`src/nsp_pkg.sv`:
```
// Package for the numeric string parser: types, constants and helper functions.
// Used by every module of the parser; it has no dependencies of its own.
package nsp_pkg;

    localparam int OFFSET_BITS_DEFAULT = 16;
    localparam int VALUE_W             = 63;
    localparam int RADIX_W             = 6;
    localparam int DIGIT_W             = 7;
    localparam int PADDR_W             = 3;
    localparam int PDATA_W             = 32;

    localparam logic [VALUE_W-1:0] MAX_VALUE = {VALUE_W{1'b1}};

    localparam logic [RADIX_W-1:0] RADIX_AUTO  = 6'd0;
    localparam logic [RADIX_W-1:0] RADIX_ONE   = 6'd1;
    localparam logic [RADIX_W-1:0] RADIX_MIN   = 6'd2;
    localparam logic [RADIX_W-1:0] RADIX_OCT   = 6'd8;
    localparam logic [RADIX_W-1:0] RADIX_DEC   = 6'd10;
    localparam logic [RADIX_W-1:0] RADIX_HEX   = 6'd16;
    localparam logic [RADIX_W-1:0] RADIX_MAX   = 6'd36;
    localparam logic [RADIX_W-1:0] BASE_RESET  = 6'd10;

    localparam logic [DIGIT_W-1:0] DIGIT_NONE  = 7'd99;

    localparam logic [7:0] CH_NUL   = 8'h00;
    localparam logic [7:0] CH_TAB   = 8'h09;
    localparam logic [7:0] CH_LF    = 8'h0A;
    localparam logic [7:0] CH_CR    = 8'h0D;
    localparam logic [7:0] CH_SPACE = 8'h20;
    localparam logic [7:0] CH_PLUS  = 8'h2B;
    localparam logic [7:0] CH_ZERO  = 8'h30;
    localparam logic [7:0] CH_NINE  = 8'h39;
    localparam logic [7:0] CH_UA    = 8'h41;
    localparam logic [7:0] CH_UX    = 8'h58;
    localparam logic [7:0] CH_UZ    = 8'h5A;
    localparam logic [7:0] CH_LA    = 8'h61;
    localparam logic [7:0] CH_LX    = 8'h78;
    localparam logic [7:0] CH_LZ    = 8'h7A;

    // Register index of the only configuration register.
    localparam logic [PADDR_W-3:0] REG_BASE_SETTING = 1'b0;

    typedef enum logic [2:0] {
        PH_SPACE  = 3'd0,
        PH_SIGN   = 3'd1,
        PH_ZERO   = 3'd2,
        PH_DIGITS = 3'd3,
        PH_HEXPFX = 3'd4,
        PH_STOP   = 3'd5
    } phase_t;

    typedef enum logic [1:0] {
        ST_OK        = 2'd0,
        ST_NO_NUMBER = 2'd1,
        ST_BAD_BASE  = 2'd2,
        ST_OVERFLOW  = 2'd3
    } status_t;

    typedef struct packed {
        logic [7:0] ch;
        logic       last;
    } item_t;

    typedef struct packed {
        logic [VALUE_W-1:0] value;
        status_t            status;
    } result_t;

    function automatic logic radix_invalid(input logic [RADIX_W-1:0] r);
        return (r == RADIX_ONE) || (r > RADIX_MAX);
    endfunction

    function automatic logic [DIGIT_W-1:0] digit_value(input logic [7:0] c);
        logic [DIGIT_W-1:0] d;
        d = DIGIT_NONE;
        if (c >= CH_ZERO && c <= CH_NINE)
        begin
            d = DIGIT_W'(c - CH_ZERO);
        end
        else if (c >= CH_LA && c <= CH_LZ)
        begin
            d = DIGIT_W'(c - CH_LA) + 7'd10;
        end
        else if (c >= CH_UA && c <= CH_UZ)
        begin
            d = DIGIT_W'(c - CH_UA) + 7'd10;
        end
        return d;
    endfunction

endpackage

```
`src/nsp_in_stage.sv`:
```
// Input register of the numeric string parser: holds one character item.
// Depends on nsp_pkg for the item type.
module nsp_in_stage (
    input  logic          clk,
    input  logic          rst_n,
    input  logic          in_valid,
    input  logic [7:0]    ch,
    input  logic          last,
    output logic          in_stall,
    input  logic          take,
    output logic          s1_valid,
    output nsp_pkg::item_t s1_item
);

    logic           valid_reg;
    logic           valid_next;
    nsp_pkg::item_t item_reg;
    logic           load;

    assign in_stall   = valid_reg && !take;
    assign load       = in_valid && !in_stall;
    assign valid_next = load ? 1'b1 : (take ? 1'b0 : valid_reg);

    always_ff @(posedge clk or negedge rst_n)
    begin
        if (!rst_n)
        begin
            valid_reg <= 1'b0;
        end
        else
        begin
            valid_reg <= valid_next;
        end
    end

    always_ff @(posedge clk)
    begin
        if (load)
        begin
            item_reg.ch   <= ch;
            item_reg.last <= last;
        end
    end

    assign s1_valid = valid_reg;
    assign s1_item  = item_reg;

endmodule

```
`src/nsp_core.sv`:
```
// Parse state and the per-character update of the numeric string parser.
// Depends on nsp_pkg for phases, status codes, character codes and helpers.
module nsp_core #(
    parameter int OFFSET_BITS = nsp_pkg::OFFSET_BITS_DEFAULT
) (
    input  logic                          clk,
    input  logic                          rst_n,
    input  logic [nsp_pkg::RADIX_W-1:0]   base,
    input  logic                          s1_valid,
    input  nsp_pkg::item_t                s1_item,
    input  logic                          out_free,
    output logic                          take,
    output logic                          emit_load,
    output nsp_pkg::result_t              res,
    output logic [OFFSET_BITS-1:0]        res_end_offset
);

    localparam int VW  = nsp_pkg::VALUE_W;
    localparam int RW  = nsp_pkg::RADIX_W;
    localparam int PW  = VW + RW + 1;

    nsp_pkg::phase_t      phase_reg, phase_next;
    logic [VW-1:0]        acc_reg, acc_next;
    logic [RW-1:0]        radix_reg, radix_next;
    logic                 ovf_reg, ovf_next;
    logic [OFFSET_BITS-1:0] pos_reg, pos_next;
    logic [OFFSET_BITS-1:0] endp_reg, endp_next;
    logic                 dseen_reg, dseen_next;

    nsp_pkg::phase_t      ph_upd;
    logic [VW-1:0]        acc_upd;
    logic [RW-1:0]        radix_upd;
    logic                 ovf_upd;
    logic [OFFSET_BITS-1:0] endp_upd;
    logic                 dseen_upd;

    logic                 first;
    logic [RW-1:0]        r0;
    nsp_pkg::phase_t      p0;
    logic [OFFSET_BITS-1:0] pos_inc;
    logic                 is_nul;
    logic                 emit;
    logic                 do_digit;
    logic [RW-1:0]        dr;
    logic [nsp_pkg::DIGIT_W-1:0] dval;
    logic [PW-1:0]        prod;
    logic                 digit_ok;

    assign is_nul    = (s1_item.ch == nsp_pkg::CH_NUL);
    assign emit      = is_nul || s1_item.last;
    assign take      = s1_valid && (!emit || out_free);
    assign emit_load = take && emit;

    assign first   = (pos_reg == '0) && (phase_reg == nsp_pkg::PH_SPACE) && !dseen_reg;
    assign r0      = first ? base : radix_reg;
    assign p0      = (first && nsp_pkg::radix_invalid(base)) ? nsp_pkg::PH_STOP : phase_reg;
    assign pos_inc = (pos_reg == '1) ? pos_reg : pos_reg + 1'b1;
    assign dval    = nsp_pkg::digit_value(s1_item.ch);

    // Radix selection: decide whether this character goes to the digit step.
    always_comb
    begin
        do_digit = 1'b0;
        dr       = r0;
        if (!is_nul)
        begin
            case (p0)
                nsp_pkg::PH_SPACE, nsp_pkg::PH_SIGN:
                begin
                    if (!(p0 == nsp_pkg::PH_SPACE &&
                          (s1_item.ch == nsp_pkg::CH_SPACE || s1_item.ch == nsp_pkg::CH_TAB ||
                           s1_item.ch == nsp_pkg::CH_LF || s1_item.ch == nsp_pkg::CH_CR ||
                           s1_item.ch == nsp_pkg::CH_PLUS)) &&
                        !(s1_item.ch == nsp_pkg::CH_ZERO &&
                          (r0 == nsp_pkg::RADIX_AUTO || r0 == nsp_pkg::RADIX_HEX)))
                    begin
                        do_digit = 1'b1;
                        dr       = (r0 == nsp_pkg::RADIX_AUTO) ? nsp_pkg::RADIX_DEC : r0;
                    end
                end
                nsp_pkg::PH_ZERO:
                begin
                    if (!(s1_item.ch == nsp_pkg::CH_LX || s1_item.ch == nsp_pkg::CH_UX))
                    begin
                        do_digit = 1'b1;
                        dr       = (r0 == nsp_pkg::RADIX_AUTO) ? nsp_pkg::RADIX_OCT : r0;
                    end
                end
                nsp_pkg::PH_DIGITS, nsp_pkg::PH_HEXPFX:
                begin
                    do_digit = 1'b1;
                end
                default:
                begin
                    do_digit = 1'b0;
                end
            endcase
        end
    end

    assign prod     = PW'(acc_reg) * PW'(dr) + PW'(dval);
    assign digit_ok = (dr >= nsp_pkg::RADIX_MIN) && (dr <= nsp_pkg::RADIX_MAX) &&
                      (dval < nsp_pkg::DIGIT_W'(dr));

    // Next-state logic for the parse phase and the datapath.
    always_comb
    begin
        ph_upd    = p0;
        acc_upd   = acc_reg;
        radix_upd = r0;
        ovf_upd   = ovf_reg;
        endp_upd  = endp_reg;
        dseen_upd = dseen_reg;
        if (do_digit)
        begin
            radix_upd = dr;
            if (!digit_ok)
            begin
                ph_upd = nsp_pkg::PH_STOP;
            end
            else
            begin
                if (prod[PW-1:VW] != '0)
                begin
                    ovf_upd = 1'b1;
                end
                else
                begin
                    acc_upd = prod[VW-1:0];
                end
                dseen_upd = 1'b1;
                endp_upd  = pos_inc;
                ph_upd    = nsp_pkg::PH_DIGITS;
            end
        end
        else if (!is_nul)
        begin
            case (p0)
                nsp_pkg::PH_SPACE, nsp_pkg::PH_SIGN:
                begin
                    if (p0 == nsp_pkg::PH_SPACE && s1_item.ch == nsp_pkg::CH_PLUS)
                    begin
                        ph_upd = nsp_pkg::PH_SIGN;
                    end
                    else if (s1_item.ch == nsp_pkg::CH_ZERO)
                    begin
                        dseen_upd = 1'b1;
                        endp_upd  = pos_inc;
                        ph_upd    = nsp_pkg::PH_ZERO;
                    end
                end
                nsp_pkg::PH_ZERO:
                begin
                    radix_upd = nsp_pkg::RADIX_HEX;
                    dseen_upd = 1'b0;
                    endp_upd  = '0;
                    ph_upd    = nsp_pkg::PH_HEXPFX;
                end
                default:
                begin
                    ph_upd = p0;
                end
            endcase
        end

        if (emit)
        begin
            phase_next = nsp_pkg::PH_SPACE;
            acc_next   = '0;
            radix_next = '0;
            ovf_next   = 1'b0;
            pos_next   = '0;
            endp_next  = '0;
            dseen_next = 1'b0;
        end
        else
        begin
            phase_next = ph_upd;
            acc_next   = acc_upd;
            radix_next = radix_upd;
            ovf_next   = ovf_upd;
            pos_next   = pos_inc;
            endp_next  = endp_upd;
            dseen_next = dseen_upd;
        end
    end

    // Result of the string as it stands after this character.
    always_comb
    begin
        res.value      = '0;
        res_end_offset = '0;
        if (nsp_pkg::radix_invalid(radix_upd))
        begin
            res.status = nsp_pkg::ST_BAD_BASE;
        end
        else if (!dseen_upd)
        begin
            res.status = nsp_pkg::ST_NO_NUMBER;
        end
        else if (ovf_upd)
        begin
            res.status = nsp_pkg::ST_OVERFLOW;
        end
        else
        begin
            res.status     = nsp_pkg::ST_OK;
            res.value      = acc_upd;
            res_end_offset = endp_upd;
        end
    end

    always_ff @(posedge clk or negedge rst_n)
    begin
        if (!rst_n)
        begin
            phase_reg <= nsp_pkg::PH_SPACE;
            acc_reg   <= '0;
            radix_reg <= '0;
            ovf_reg   <= 1'b0;
            pos_reg   <= '0;
            endp_reg  <= '0;
            dseen_reg <= 1'b0;
        end
        else if (take)
        begin
            phase_reg <= phase_next;
            acc_reg   <= acc_next;
            radix_reg <= radix_next;
            ovf_reg   <= ovf_next;
            pos_reg   <= pos_next;
            endp_reg  <= endp_next;
            dseen_reg <= dseen_next;
        end
    end

endmodule

```
`src/nsp_out_stage.sv`:
```
// Result register of the numeric string parser: holds one result item.
// Depends on nsp_pkg for the result type.
module nsp_out_stage #(
    parameter int OFFSET_BITS = nsp_pkg::OFFSET_BITS_DEFAULT
) (
    input  logic                          clk,
    input  logic                          rst_n,
    input  logic                          emit_load,
    input  nsp_pkg::result_t              res,
    input  logic [OFFSET_BITS-1:0]        res_end_offset,
    output logic                          out_free,
    output logic                          out_valid,
    input  logic                          out_stall,
    output logic [nsp_pkg::VALUE_W-1:0]   value,
    output logic [OFFSET_BITS-1:0]        end_offset,
    output logic [1:0]                    status
);

    logic                   valid_reg;
    logic                   valid_next;
    nsp_pkg::result_t       res_reg;
    logic [OFFSET_BITS-1:0] end_offset_reg;

    assign out_free   = !valid_reg || !out_stall;
    assign valid_next = emit_load ? 1'b1 : (out_free ? 1'b0 : valid_reg);

    always_ff @(posedge clk or negedge rst_n)
    begin
        if (!rst_n)
        begin
            valid_reg <= 1'b0;
        end
        else
        begin
            valid_reg <= valid_next;
        end
    end

    always_ff @(posedge clk)
    begin
        if (emit_load)
        begin
            res_reg        <= res;
            end_offset_reg <= res_end_offset;
        end
    end

    assign out_valid  = valid_reg;
    assign value      = res_reg.value;
    assign end_offset = end_offset_reg;
    assign status     = res_reg.status;

endmodule

```
`src/numeric_string_to_u63_parser_unit.sv`:
```
// Top level of the numeric string parser: base register, input stage, core, result stage.
// Depends on nsp_pkg, nsp_in_stage, nsp_core and nsp_out_stage.
//
//   channel   handshake            payload
//   input     in_valid / in_stall  ch[7:0], last
//   result    out_valid/out_stall  value[62:0], end_offset[OFFSET_BITS-1:0], status[1:0]
//   config    APB psel/penable     paddr[2:0], pwdata[31:0], prdata[31:0]
//
// One character is taken per cycle unless stalled; the radix multiply-add sets the cycle.
// The result stage registers a result item when the core takes the character ending the string.
// Reset clears the parse state, sets base_setting to 10 and empties both registers.
// A stalled result stops the input only when the next item would also produce a result.
module numeric_string_to_u63_parser_unit #(
    parameter int OFFSET_BITS = nsp_pkg::OFFSET_BITS_DEFAULT
) (
    input  logic                          clk,
    input  logic                          rst_n,
    input  logic                          in_valid,
    output logic                          in_stall,
    input  logic [7:0]                    ch,
    input  logic                          last,
    output logic                          out_valid,
    input  logic                          out_stall,
    output logic [nsp_pkg::VALUE_W-1:0]   value,
    output logic [OFFSET_BITS-1:0]        end_offset,
    output logic [1:0]                    status,
    input  logic                          psel,
    input  logic                          penable,
    input  logic                          pwrite,
    input  logic [nsp_pkg::PADDR_W-1:0]   paddr,
    input  logic [nsp_pkg::PDATA_W-1:0]   pwdata,
    output logic [nsp_pkg::PDATA_W-1:0]   prdata,
    output logic                          pready
);

    logic [nsp_pkg::RADIX_W-1:0] base_reg;
    logic                        cfg_wr;
    logic                        take;
    logic                        s1_valid;
    nsp_pkg::item_t              s1_item;
    logic                        out_free;
    logic                        emit_load;
    nsp_pkg::result_t            res;
    logic [OFFSET_BITS-1:0]      res_end_offset;

    assign pready = 1'b1;
    assign cfg_wr = psel && penable && pwrite && pready &&
                    (paddr[nsp_pkg::PADDR_W-1:2] == nsp_pkg::REG_BASE_SETTING);

    always_ff @(posedge clk or negedge rst_n)
    begin
        if (!rst_n)
        begin
            base_reg <= nsp_pkg::BASE_RESET;
        end
        else if (cfg_wr)
        begin
            base_reg <= pwdata[nsp_pkg::RADIX_W-1:0];
        end
    end

    assign prdata = (paddr[nsp_pkg::PADDR_W-1:2] == nsp_pkg::REG_BASE_SETTING) ?
                    nsp_pkg::PDATA_W'(base_reg) : '0;

    nsp_in_stage u_in (
        .clk      (clk),
        .rst_n    (rst_n),
        .in_valid (in_valid),
        .ch       (ch),
        .last     (last),
        .in_stall (in_stall),
        .take     (take),
        .s1_valid (s1_valid),
        .s1_item  (s1_item)
    );

    nsp_core #(
        .OFFSET_BITS (OFFSET_BITS)
    ) u_core (
        .clk            (clk),
        .rst_n          (rst_n),
        .base           (base_reg),
        .s1_valid       (s1_valid),
        .s1_item        (s1_item),
        .out_free       (out_free),
        .take           (take),
        .emit_load      (emit_load),
        .res            (res),
        .res_end_offset (res_end_offset)
    );

    nsp_out_stage #(
        .OFFSET_BITS (OFFSET_BITS)
    ) u_out (
        .clk            (clk),
        .rst_n          (rst_n),
        .emit_load      (emit_load),
        .res            (res),
        .res_end_offset (res_end_offset),
        .out_free       (out_free),
        .out_valid      (out_valid),
        .out_stall      (out_stall),
        .value          (value),
        .end_offset     (end_offset),
        .status         (status)
    );

endmodule

```
`config.mk`:
```
export PLATFORM = sky130hd
export DESIGN_NAME = numeric_string_to_u63_parser_unit
export DESIGN_NICKNAME = d
export VERILOG_FILES = /design/src/nsp_pkg.sv /design/src/nsp_in_stage.sv /design/src/nsp_core.sv /design/src/nsp_out_stage.sv /design/src/numeric_string_to_u63_parser_unit.sv
export SDC_FILE = /design/constraint.sdc
export NUM_CORES = 1
export LEC_CHECK = 0
export ABC_AREA = 0
export BUFFER_PORTS_ARGS = -buffer_cell sky130_fd_sc_hd__buf_2
export CAP_MARGIN = 20
export CELL_PAD_IN_SITES_DETAIL_PLACEMENT = 1
export CELL_PAD_IN_SITES_GLOBAL_PLACEMENT = 1
export CORE_MARGIN = 2
export CORE_UTILIZATION = 53
export DETAILED_ROUTE_END_ITERATION = 16
export PLACE_DENSITY = 0.93
export SLEW_MARGIN = 20
export SYNTH_ARGS = -nofsm -noshare
export SYNTH_HDL_FRONTEND = slang
export SYNTH_SLANG_ARGS = --single-unit
```
`constraint.sdc`:
```
create_clock -name clk -period 13.6 [get_ports clk]
set_input_delay 2.04 -clock clk [delete_from_list [all_inputs] [get_ports clk]]
set_output_delay 2.04 -clock clk [all_outputs]
set_load 0.005 [all_outputs]
```
==> results.sh, run 1 <==
export IMPL_irDropWorstVdd_uv=111.2
export IMPL_grt_pass1_vias=20883
export IMPL_worst_path_stages=24
export IMPL_worstMarginPinSlew_ps=961.3
export IMPL_vias=18787
export IMPL_vias_per_cell=6.285
export IMPL_wl_per_cell_um=24.03
export IMPL_p_sw_share_pct=38.48
export IMPL_postSynthAreaPerCell_um2=9.758
export IMPL_rsz0062_at_grt="no"
export IMPL_drtIter0Drc=1389
export IMPL_cts_made_buffers=25
export IMPL_slowest_delay_ps=700
export IMPL_synth_flop_cell="dfrtp_1"
export IMPL_finalWeightedCongestion=0.9553
export IMPL_crit_family="simple AND/OR/NAND/NOR gates"
export IMPL_min_path_type="reg -> reg"
export IMPL_path_class="reg -> reg"
export IMPL_critPathArrivalTime_ps=10590
export IMPL_cts_clk_slew_worst_paths_ps=60
export IMPL_r2r_start="u_in.s1_item[4]$_DFFE_PP_"
export IMPL_critical_path_buf_inv_count=2
export IMPL_powerDensity_nw_per_um2=78.32
export IMPL_p_switching_uw=741.9
export IMPL_final_max_slew_viol_count=0
export IMPL_core_area_um2=42890
export IMPL_pwr_share_seq_pct=36.3
export IMPL_dp_slack_ps=3243
export IMPL_cp_slowest_cell="buf_4"
export IMPL_cts_hold_buf=0
export IMPL_cp_max_fo=64
export IMPL_finalCritPeriodShare_pct=75.57
export IMPL_synthArstFlopShare_pct=55.88
export IMPL_placementRows=76
export IMPL_n_antenna_cell=0
export IMPL_regArea_um2=5558
export IMPL_post_cts_buffers=0
export IMPL_run_status="completed"
export IMPL_yosysUniqueCellTypes=86
export IMPL_dieArea_um2=44930
export IMPL_synth_edf_count=90
export IMPL_drt_pass1_iterations=5
export IMPL_fin_skew_ps=18.54
export IMPL_p_comb_share_pct=28.5
export IMPL_grt_pass1_wl_um=114300
export IMPL_clk_path_buf_depth=3
export IMPL_tritoncts="yes"
export IMPL_crit_path_end="u_out.value[35]$_SDFFCE_PP0P_"
export IMPL_path_cells="nor4_2 -> a32oi_1 -> a31oi_1 -> a221oi_4 -> nor2_4 -> buf_4 -> nor2b_1 -> fa_1 -> fa_1 -> fa_1 -> ha_1 -> ha_1 -> nand4_1 -> or4_1 -> o32a_1 -> o41a_1 -> nor2b_1 -> o31a_1 -> o311a_1 -> nor4_4 -> nand3_4 -> buf_4 -> mux2i_1 -> nor2_1"
export IMPL_drc_errors=0
export IMPL_regToRegSetupSlack_ps=3320
export IMPL_crit_path_end_kind="flop"
export IMPL_area_growth_pct=7.402
export IMPL_synth_cells=2349
export IMPL_post_route_util_pct=57.40
export IMPL_start_kind="flop"
export IMPL_grt_antenna_before_repair=0
export IMPL_io_buffer_count=111
export IMPL_setup_slack_ps=3322
export IMPL_root_buffer="clkbuf_16"
export IMPL_cts_sinks=204
export IMPL_nets=2849
export IMPL_relSlewSlack_pct=34.54
export IMPL_syn_cell_area_um2=22920
export IMPL_hold_start="u_core.endp_reg[11]$_DFFE_PN0P_"
export IMPL_cp_required_ps=13910
export IMPL_report_final_setup_viol=0
export IMPL_start_util_pct=53.45
export IMPL_dieWidth_um=212.0
export IMPL_power_leakage_nw=11.88
export IMPL_r2r_end="u_out.value[35]$_SDFFCE_PP0P_"
export IMPL_clock_power_share_pct=35.2
export IMPL_p_int_mw=1.186
export IMPL_finalHoldViolations=0
export IMPL_ys_ff_latch=204
export IMPL_track_usage_pct=32.46
export IMPL_grt_max_degree=83
export IMPL_nFillCells=4756
export IMPL_cp_startpoint="u_in.s1_item[4]$_DFFE_PP_"
export IMPL_reg2regPathDepth=24
export IMPL_fin_setup_tns_ps=0
export IMPL_multi_input_area_um2=16450
export IMPL_ys_seq_area_share_pct=24.25
export IMPL_io_pins=167
export IMPL_final_antenna_net_count=0
export IMPL_fmax_mhz=97.29
export IMPL_die_h_um=212.0
export IMPL_synth_warnings=0
export IMPL_wl_um=71820
export IMPL_period_needed_ps=10280
export IMPL_cap_violations=0
export IMPL_total_power_mw=1.928
export IMPL_crit_path_frequent_cell="fa_1"
export IMPL_hpwl_um=52720
export IMPL_post_cts_resize_count=0
export IMPL_drive_above_1_share_pct=8.777
export IMPL_clk_latency_ps=580
export IMPL_grt_overflow=0
export IMPL_htreeDepth=1
-- metal layers --
layer / vias up / routed length, µm / track usage, %
met5: - / 0 / 0
met1: 9667 / 28370 / 39.71
met4: 0 / 3607 / 16.32
met3: 246 / 4112 / 4.569
li1: 8149 / - / -
met2: 725 / 35730 / 56.08
-- synth_stat cells (all sizes together), types with 13 or more instances --
cell type	instances	area, µm²
nor2b	264	1652
fa	249	4985
nor2	177	674.4
ha	164	2052
nand2	151	566.8
a21oi	139	699.4
and2	127	794.5
o21ai	116	580.6
dfrtp	112	2803
edfxtp	90	2703
inv	84	315.3
clkbuf	83	311.6
a22o	68	595.6
mux2i	68	680.7
buf	63	456.7
xnor2	43	376.6
nand4	33	212.7
xor2	29	254.0
nand3	25	125.1
a21o	18	135.1
a31oi	17	106.4
nor3	16	80.08
and3	14	87.58
nand2b	14	87.58
o21a	13	97.59
-- metrics by stage --
| stage | cells | hold slack [ps] | cell area [µm²] |
|---|---|---|---|
| global placement | 2940 | 460.8 | 23730 |
| finish | 2989 | 486.4 | 24620 |
| global route | 2989 | 512.1 | 24620 |
| CTS | 2986 | 484.4 | 24550 |
| detailed placement | 2940 | 470.6 | 23730 |
| floorplan | 2374 | 450.2 | 23020 |
-- worst min path at each step --
stage,end,cells past startpoint
floorplan,u_core.endp_reg[10]$_DFFE_PN0P_,2
global placement,u_core.endp_reg[6]$_DFFE_PN0P_,2
detailed placement,u_core.endp_reg[9]$_DFFE_PN0P_,2
CTS,u_core.endp_reg[9]$_DFFE_PN0P_,2
global route,u_core.endp_reg[9]$_DFFE_PN0P_,2
finish,u_core.endp_reg[11]$_DFFE_PN0P_,2
-- cell type report --
type / instances / share of cell area [%]
multi-input combinational: 1940 / 66.82
sequential: 204 / 22.58
timing repair buffer: 130 / 3.039
tap: 585 / 2.973
clock buffer: 36 / 2.912
inverter: 84 / 1.281
clock inverter: 10 / 0.3964
-- power by group through the flow --
stage / combinational, mW / sequential (mW) / clock, mW
5_1_grt: 0.578 / 0.704 / 0.712
4_1_cts: 0.525 / 0.700 / 0.683
3_5_place_dp: 0.516 / 0.712 / 0
3_3_place_gp: 0.486 / 0.710 / 0
2_1_floorplan: 0.328 / 0.702 / 0
6_report: 0.549 / 0.701 / 0.678
-- worst register-to-register path, stage by stage (launching register included) --
cell and delay (ps):
edfxtp_1 580, nor4_2 650, a32oi_1 220, a31oi_1 470
a221oi_4 210, nor2_4 130, buf_4 700, nor2b_1 320
fa_1 690, fa_1 470, fa_1 460, ha_1 310
ha_1 420, nand4_1 260, or4_1 570, o32a_1 200
o41a_1 200, nor2b_1 230, o31a_1 370, o311a_1 440
nor4_4 490, nand3_4 440, buf_4 590, mux2i_1 510
nor2_1 100
-- placed cells by master (no fill, tap or decap), types with 17 or more instances in the layout --
cell type	instances
nor2b_1	264
fa_1	249
nor2_1	174
ha_1	164
nand2_1	151
a21oi_1	138
and2_1	125
o21ai_0	114
dfrtp_1	112
buf_2	110
edfxtp_1	90
inv_1	84
a22o_1	68
mux2i_1	66
xnor2_1	43
nand4_1	32
xor2_1	29
conb_1	27
clkbuf_16	25
nand3_1	24
a31oi_1	17
a21o_1	17
-- logic make-up after synthesis --
logic type | share of synthesized area [%]
AND/OR/NAND/NOR | 20.65
AO/OA/AOI/OAI | 13.43
adder cells (fa/ha/maj) | 30.70
buffers and inverters | 4.727
flip-flops | 24.25
multiplexers | 3.461
XOR/XNOR | 2.751
other | 0.03276
(Power assumes the default switching activity.)
==> run 2: changes to the inputs <==
--- a/config.mk
+++ b/config.mk
@@ -11,9 +11,9 @@
 export CELL_PAD_IN_SITES_DETAIL_PLACEMENT = 1
 export CELL_PAD_IN_SITES_GLOBAL_PLACEMENT = 1
 export CORE_MARGIN = 2
-export CORE_UTILIZATION = 53
+export CORE_UTILIZATION = 45
 export DETAILED_ROUTE_END_ITERATION = 16
-export PLACE_DENSITY = 0.93
+export PLACE_DENSITY = 0.84
 export SLEW_MARGIN = 20
 export SYNTH_ARGS = -nofsm -noshare
 export SYNTH_HDL_FRONTEND = slang
==> constraint.sdc (replaced) <==
create_clock -name clk -period 8.5 [get_ports clk]
set_input_delay 1.275 -clock clk [delete_from_list [all_inputs] [get_ports clk]]
set_output_delay 1.275 -clock clk [all_outputs]
set_load 0.005 [all_outputs]
==> results.sh, run 2 (synthesized netlist as in run 1, its figures left out) <==
export IMPL_clk_path_buf_depth=3
export IMPL_placed_cell_area_um2=24620
export IMPL_power_leakage_nw=12.41
export IMPL_fmax_mhz=121.0
export IMPL_finalNonFillerCells=3163
export IMPL_htreeDepth=1
export IMPL_reg2regPathDepth=28
export IMPL_drtIter0Drc=1102
export IMPL_regArea_um2=5558
export IMPL_run_status="completed"
export IMPL_io_pins=167
export IMPL_cp_slowest_cell="fa_1"
export IMPL_path_class="reg -> reg"
export IMPL_core_area_um2=50170
export IMPL_r2r_end="u_out.value[11]$_SDFFCE_PP0P_"
export IMPL_fin_setup_tns_ps=0
export IMPL_finalCritPeriodShare_pct=97.27
export IMPL_finalHoldViolations=0
export IMPL_grt_pass1_vias=21165
export IMPL_postLayoutCellArea_um2=25750
export IMPL_drive_above_1_share_pct=12.85
export IMPL_die_h_um=229.7
export IMPL_cts_hold_buf=0
export IMPL_n_antenna_cell=0
export IMPL_drc_errors=0
export IMPL_cts_clk_slew_worst_paths_ps=60
export IMPL_root_buffer="clkbuf_16"
export IMPL_multi_input_area_um2=16610
export IMPL_cts_made_buffers=25
export IMPL_crit_path_end="u_out.value[11]$_SDFFCE_PP0P_"
export IMPL_fin_skew_ps=15.32
export IMPL_hold_ws_ps=484.0
export IMPL_io_buffer_count=111
export IMPL_report_final_setup_viol=0
export IMPL_start_util_pct=45.69
export IMPL_period_needed_ps=8268
export IMPL_grt_antenna_before_repair=0
export IMPL_dp_slack_ps=-8.657
export IMPL_min_path_type="reg -> reg"
export IMPL_layout_common_cells="264 x nor2b_1, 249 x fa_1, 173 x nor2_1"
export IMPL_r2r_start="u_core.pos_reg[0]$_DFFE_PN0P_"
export IMPL_critPathArrivalTime_ps=8590
export IMPL_crit_path_end_kind="flop"
export IMPL_vias_per_cell=5.874
export IMPL_worstMarginPinSlew_ps=870.1
export IMPL_dieWidth_um=229.7
export IMPL_cp_startpoint="u_core.pos_reg[0]$_DFFE_PN0P_"
export IMPL_powerDensity_nw_per_um2=126.6
export IMPL_irDropWorstVdd_uv=157.9
export IMPL_hpwl_um=53630
export IMPL_setup_slack_ps=232.1
export IMPL_tritoncts="yes"
export IMPL_final_max_slew_viol_count=0
export IMPL_cts_sinks=204
export IMPL_cap_violations=0
export IMPL_regToRegSetupSlack_ps=230
export IMPL_dieArea_um2=52760
export IMPL_drt_pass1_iterations=5
export IMPL_wl_per_cell_um=22.37
export IMPL_relSlewSlack_pct=41.88
export IMPL_post_route_util_pct=51.33
export IMPL_placementRows=82
export IMPL_final_antenna_net_count=0
export IMPL_nFillCells=5583
export IMPL_total_power_mw=3.260
export IMPL_cp_max_fo=23
export IMPL_grt_overflow=0
export IMPL_track_usage_pct=27.01
export IMPL_cp_required_ps=8820
export IMPL_grt_pass1_wl_um=114900
export IMPL_vias=18581
export IMPL_start_kind="flop"
export IMPL_finalWeightedCongestion=0.9755
export IMPL_wl_um=70770
export IMPL_final_common_cell="nor2b_1"
export IMPL_dp_cells=3110
export IMPL_clk_latency_ps=580
export IMPL_slowest_delay_ps=550
export IMPL_crit_path_frequent_cell="buf_4"
export IMPL_area_growth_pct=12.36
export IMPL_nets=2937
export IMPL_grt_max_degree=83
==> run 2: cell count changes in the layout (fill, tap and decap cells not counted), moves of 3 or more <==
| cell | delta |
|---|---|
| buf_4 | +75 |
| bufinv_16 | +4 |
| o21ai_0 | -4 |
| clkbuf_1 | +3 |
| o21ai_1 | +4 |
| a31oi_1 | -3 |
| a21oi_1 | -3 |
| buf_12 | +12 |
| a31oi_2 | +3 |
| a21oi_2 | +3 |
==> run 2: metal layers <==
layer	vias up	routed length, µm	track usage, %
met2	442	36660	48.77
met1	9682	28930	33.08
met4	0	2572	10.89
met5	-	0	0
li1	8316	-	-
met3	141	2609	2.641
==> run 2: power breakdown <==
group | leakage, nW | internal (mW) | switching (mW) | total [mW]
clock | 0.425 | 0.723 | 0.456 | 1.18
combinational | 9.53 | 0.274 | 0.688 | 0.962
sequential | 2.46 | 1.08 | 0.0440 | 1.12
==> run 2: what timing repair did <==
| item | 4_1_cts | 5_1_grt |
|---|---|---|
| buffers inserted | 0 | 7 |
| resized for setup | 2 | 34 |
| cloned | 0 | 1 |
| pin swaps | 0 | 5 |
| endpoints found under the setup margin | 2 | 142 |
| hold endpoints to repair | 0 | 0 |
==> run 2: critical path: cells and delay by family (launching register included) <==
family	cells	cell delay [ps]
simple gates	9	2150
compound gates	5	1210
fa+ha+maj	6	2450
buf+inv	6	1190
mux	2	600
flops	1	420
==> run 2: area by class of cell <==
type,instances,area share (%)
clock buffers,37,2.721
well taps,672,3.265
flip-flops and latches,204,21.58
multi-input cells,1940,64.51
clock inverters,8,0.7093
inverters,84,1.224
repair buffers,218,5.995
==> run 2: worst min-delay path by stage <==
| stage | from | end | slack, ps | depth (start not counted) |
|---|---|---|---|---|
| floorplan | u_core.endp_reg[10]$_DFFE_PN0P_ | u_core.endp_reg[10]$_DFFE_PN0P_ | 450 | 2 |
| global placement | u_core.endp_reg[5]$_DFFE_PN0P_ | u_core.endp_reg[5]$_DFFE_PN0P_ | 460 | 2 |
| detailed placement | u_core.endp_reg[9]$_DFFE_PN0P_ | u_core.endp_reg[9]$_DFFE_PN0P_ | 470 | 2 |
| CTS | u_core.endp_reg[9]$_DFFE_PN0P_ | u_core.endp_reg[9]$_DFFE_PN0P_ | 490 | 2 |
| global route | u_core.endp_reg[5]$_DFFE_PN0P_ | u_core.endp_reg[5]$_DFFE_PN0P_ | 530 | 2 |
| finish | u_core.endp_reg[9]$_DFFE_PN0P_ | u_core.endp_reg[9]$_DFFE_PN0P_ | 480 | 2 |
==> run 3: changes to the inputs <==
--- a/config.mk
+++ b/config.mk
@@ -11,9 +11,9 @@
 export CELL_PAD_IN_SITES_DETAIL_PLACEMENT = 1
 export CELL_PAD_IN_SITES_GLOBAL_PLACEMENT = 1
 export CORE_MARGIN = 2
-export CORE_UTILIZATION = 45
+export CORE_UTILIZATION = 35
 export DETAILED_ROUTE_END_ITERATION = 16
-export PLACE_DENSITY = 0.84
+export PLACE_DENSITY = 0.69
 export SLEW_MARGIN = 20
 export SYNTH_ARGS = -nofsm -noshare
 export SYNTH_HDL_FRONTEND = slang
==> results.sh, run 3 (synthesized netlist as in run 1, its figures left out) <==
export IMPL_cp_max_fo=30
export IMPL_fin_setup_tns_ps=0
export IMPL_io_pins=167
export IMPL_dieArea_um2=67550
export IMPL_finalWeightedCongestion=0.8552
export IMPL_period_needed_ps=8213
export IMPL_grt_pass1_wl_um=110100
export IMPL_layout_common_cells="262 x nor2b_1, 249 x fa_1, 173 x nor2_1"
export IMPL_grt_pass1_vias=20365
export IMPL_post_route_util_pct=40.35
export IMPL_fmax_mhz=121.8
export IMPL_regToRegSetupSlack_ps=290
export IMPL_drc_errors=0
export IMPL_final_antenna_net_count=0
export IMPL_worstMarginPinSlew_ps=997.3
export IMPL_grt_overflow=0
export IMPL_drive_above_1_share_pct=12.85
export IMPL_run_status="completed"
export IMPL_finalHoldViolations=0
export IMPL_die_h_um=259.9
export IMPL_placed_cell_area_um2=24680
export IMPL_n_antenna_cell=0
export IMPL_power_leakage_nw=12.45
export IMPL_tritoncts="yes"
export IMPL_crit_path_end="u_core.acc_reg[1]$_DFFE_PN0P_"
export IMPL_postLayoutCellArea_um2=26060
export IMPL_critPathArrivalTime_ps=8720
export IMPL_cts_sinks=204
export IMPL_slowest_delay_ps=560
export IMPL_final_common_cell="nor2b_1"
export IMPL_final_max_slew_viol_count=0
export IMPL_core_area_um2=64580
export IMPL_reg2regPathDepth=29
export IMPL_cp_startpoint="u_in.s1_item[8]$_DFFE_PP_"
export IMPL_drt_pass1_iterations=4
export IMPL_crit_path_end_kind="flop"
export IMPL_vias_per_cell=5.375
export IMPL_worst_path_stages=29
export IMPL_start_util_pct=35.49
export IMPL_cts_hold_buf=0
export IMPL_vias=17979
export IMPL_fin_skew_ps=25.08
export IMPL_clk_path_buf_depth=3
export IMPL_htreeDepth=1
export IMPL_cts_clk_slew_worst_paths_ps=50
export IMPL_root_buffer="clkbuf_16"
export IMPL_relSlewSlack_pct=33.52
export IMPL_cp_slowest_cell="or4_1"
export IMPL_hpwl_um=51480
export IMPL_path_class="reg -> reg"
export IMPL_nets=2933
export IMPL_dieWidth_um=259.9
export IMPL_r2r_end="u_core.acc_reg[1]$_DFFE_PN0P_"
export IMPL_placementRows=93
export IMPL_clk_latency_ps=600
export IMPL_crit_family="simple AND/OR/NAND/NOR gates"
export IMPL_cp_required_ps=9010
export IMPL_wl_per_cell_um=20.58
export IMPL_area_growth_pct=13.69
export IMPL_start_kind="flop"
export IMPL_min_path_type="reg -> reg"
export IMPL_cts_made_buffers=27
export IMPL_wl_um=68840
export IMPL_finalCritPeriodShare_pct=96.62
export IMPL_critical_path_buf_inv_count=7
export IMPL_r2r_start="u_in.s1_item[8]$_DFFE_PP_"
export IMPL_io_buffer_count=111
export IMPL_drtIter0Drc=854
export IMPL_cap_violations=0
export IMPL_grt_max_degree=68
export IMPL_report_final_setup_viol=0
export IMPL_track_usage_pct=20.05
export IMPL_irDropWorstVdd_uv=144.7
export IMPL_grt_antenna_before_repair=0
export IMPL_powerDensity_nw_per_um2=129.2
==> run 3: changes by cell type in the layout (fill, tap and decap cells not counted), sizes merged <==
cell    delta
buf       -10
clkinv     +9
bufinv     -3
clkbuf     +3
==> run 3: worst min path at each step <==
stage	from	end	slack, ps	depth (start not counted)
after floorplan	u_core.endp_reg[10]$_DFFE_PN0P_	u_core.endp_reg[10]$_DFFE_PN0P_	450	2
after global placement	u_core.endp_reg[15]$_DFFE_PN0P_	u_core.endp_reg[15]$_DFFE_PN0P_	460	2
after detailed placement	u_core.endp_reg[15]$_DFFE_PN0P_	u_core.endp_reg[15]$_DFFE_PN0P_	470	2
after CTS	u_core.endp_reg[8]$_DFFE_PN0P_	u_core.endp_reg[8]$_DFFE_PN0P_	480	2
after global routing	u_core.endp_reg[3]$_DFFE_PN0P_	u_core.endp_reg[3]$_DFFE_PN0P_	510	2
final	u_core.endp_reg[8]$_DFFE_PN0P_	u_core.endp_reg[8]$_DFFE_PN0P_	480	2
==> run 3: power by group <==
group | switching, mW | total, mW | internal, mW
Sequential | 0.0416 | 1.12 | 1.08
Clock | 0.482 | 1.16 | 0.681
Combinational | 0.725 | 1.09 | 0.361
==> run 3: stage by stage <==
stage / std cells / hold WS (ps) / setup slack, ps / power [mW]
2_1_floorplan: 2374 / 450.2 / 561.0 / 1.648
3_3_place_gp: 3268 / 463.6 / -121.1 / 2.009
3_5_place_dp: 3268 / 470.3 / -240.4 / 2.043
4_1_cts: 3318 / 484.0 / 31.18 / 3.228
5_1_grt: 3345 / 510.2 / -20.72 / 3.515
6_report: 3345 / 480.1 / 287.3 / 3.366
==> run 3: cell type report <==
cell class,count,area (µm²)
clock buffer,36,749.5
clock inverter,14,143.9
fill,7368,38520
inverter,84,315.3
multi-input combinational,1940,16580
sequential,204,5558
tap,855,1070
timing repair buffer,212,1643
==> run 3: what timing repair did <==
item | 4_1_cts | 5_1_grt
setup endpoints to repair | 143 | 144
buffers inserted | 0 | 22
pin swaps | 1 | 12
cloned | 0 | 5
gates resized for setup | 4 | 34
==> run 3: metal layers <==
layer  share of wire (%)  vias to the layer above  global-route usage, %
met5                   0                        -                      0
met4                 2.3                        0                  4.422
met3                 2.4                       89                  1.754
met2                  53                      225                  37.76
met1                  43                     9356                  24.63
li1                    -                     8309                      -
==> run 3: tightest hold or removal path, cell delays in order (launching register included) <==
cell and delay (ps):
dfrtp_1 340, nand2_1 50, o21ai_0 60
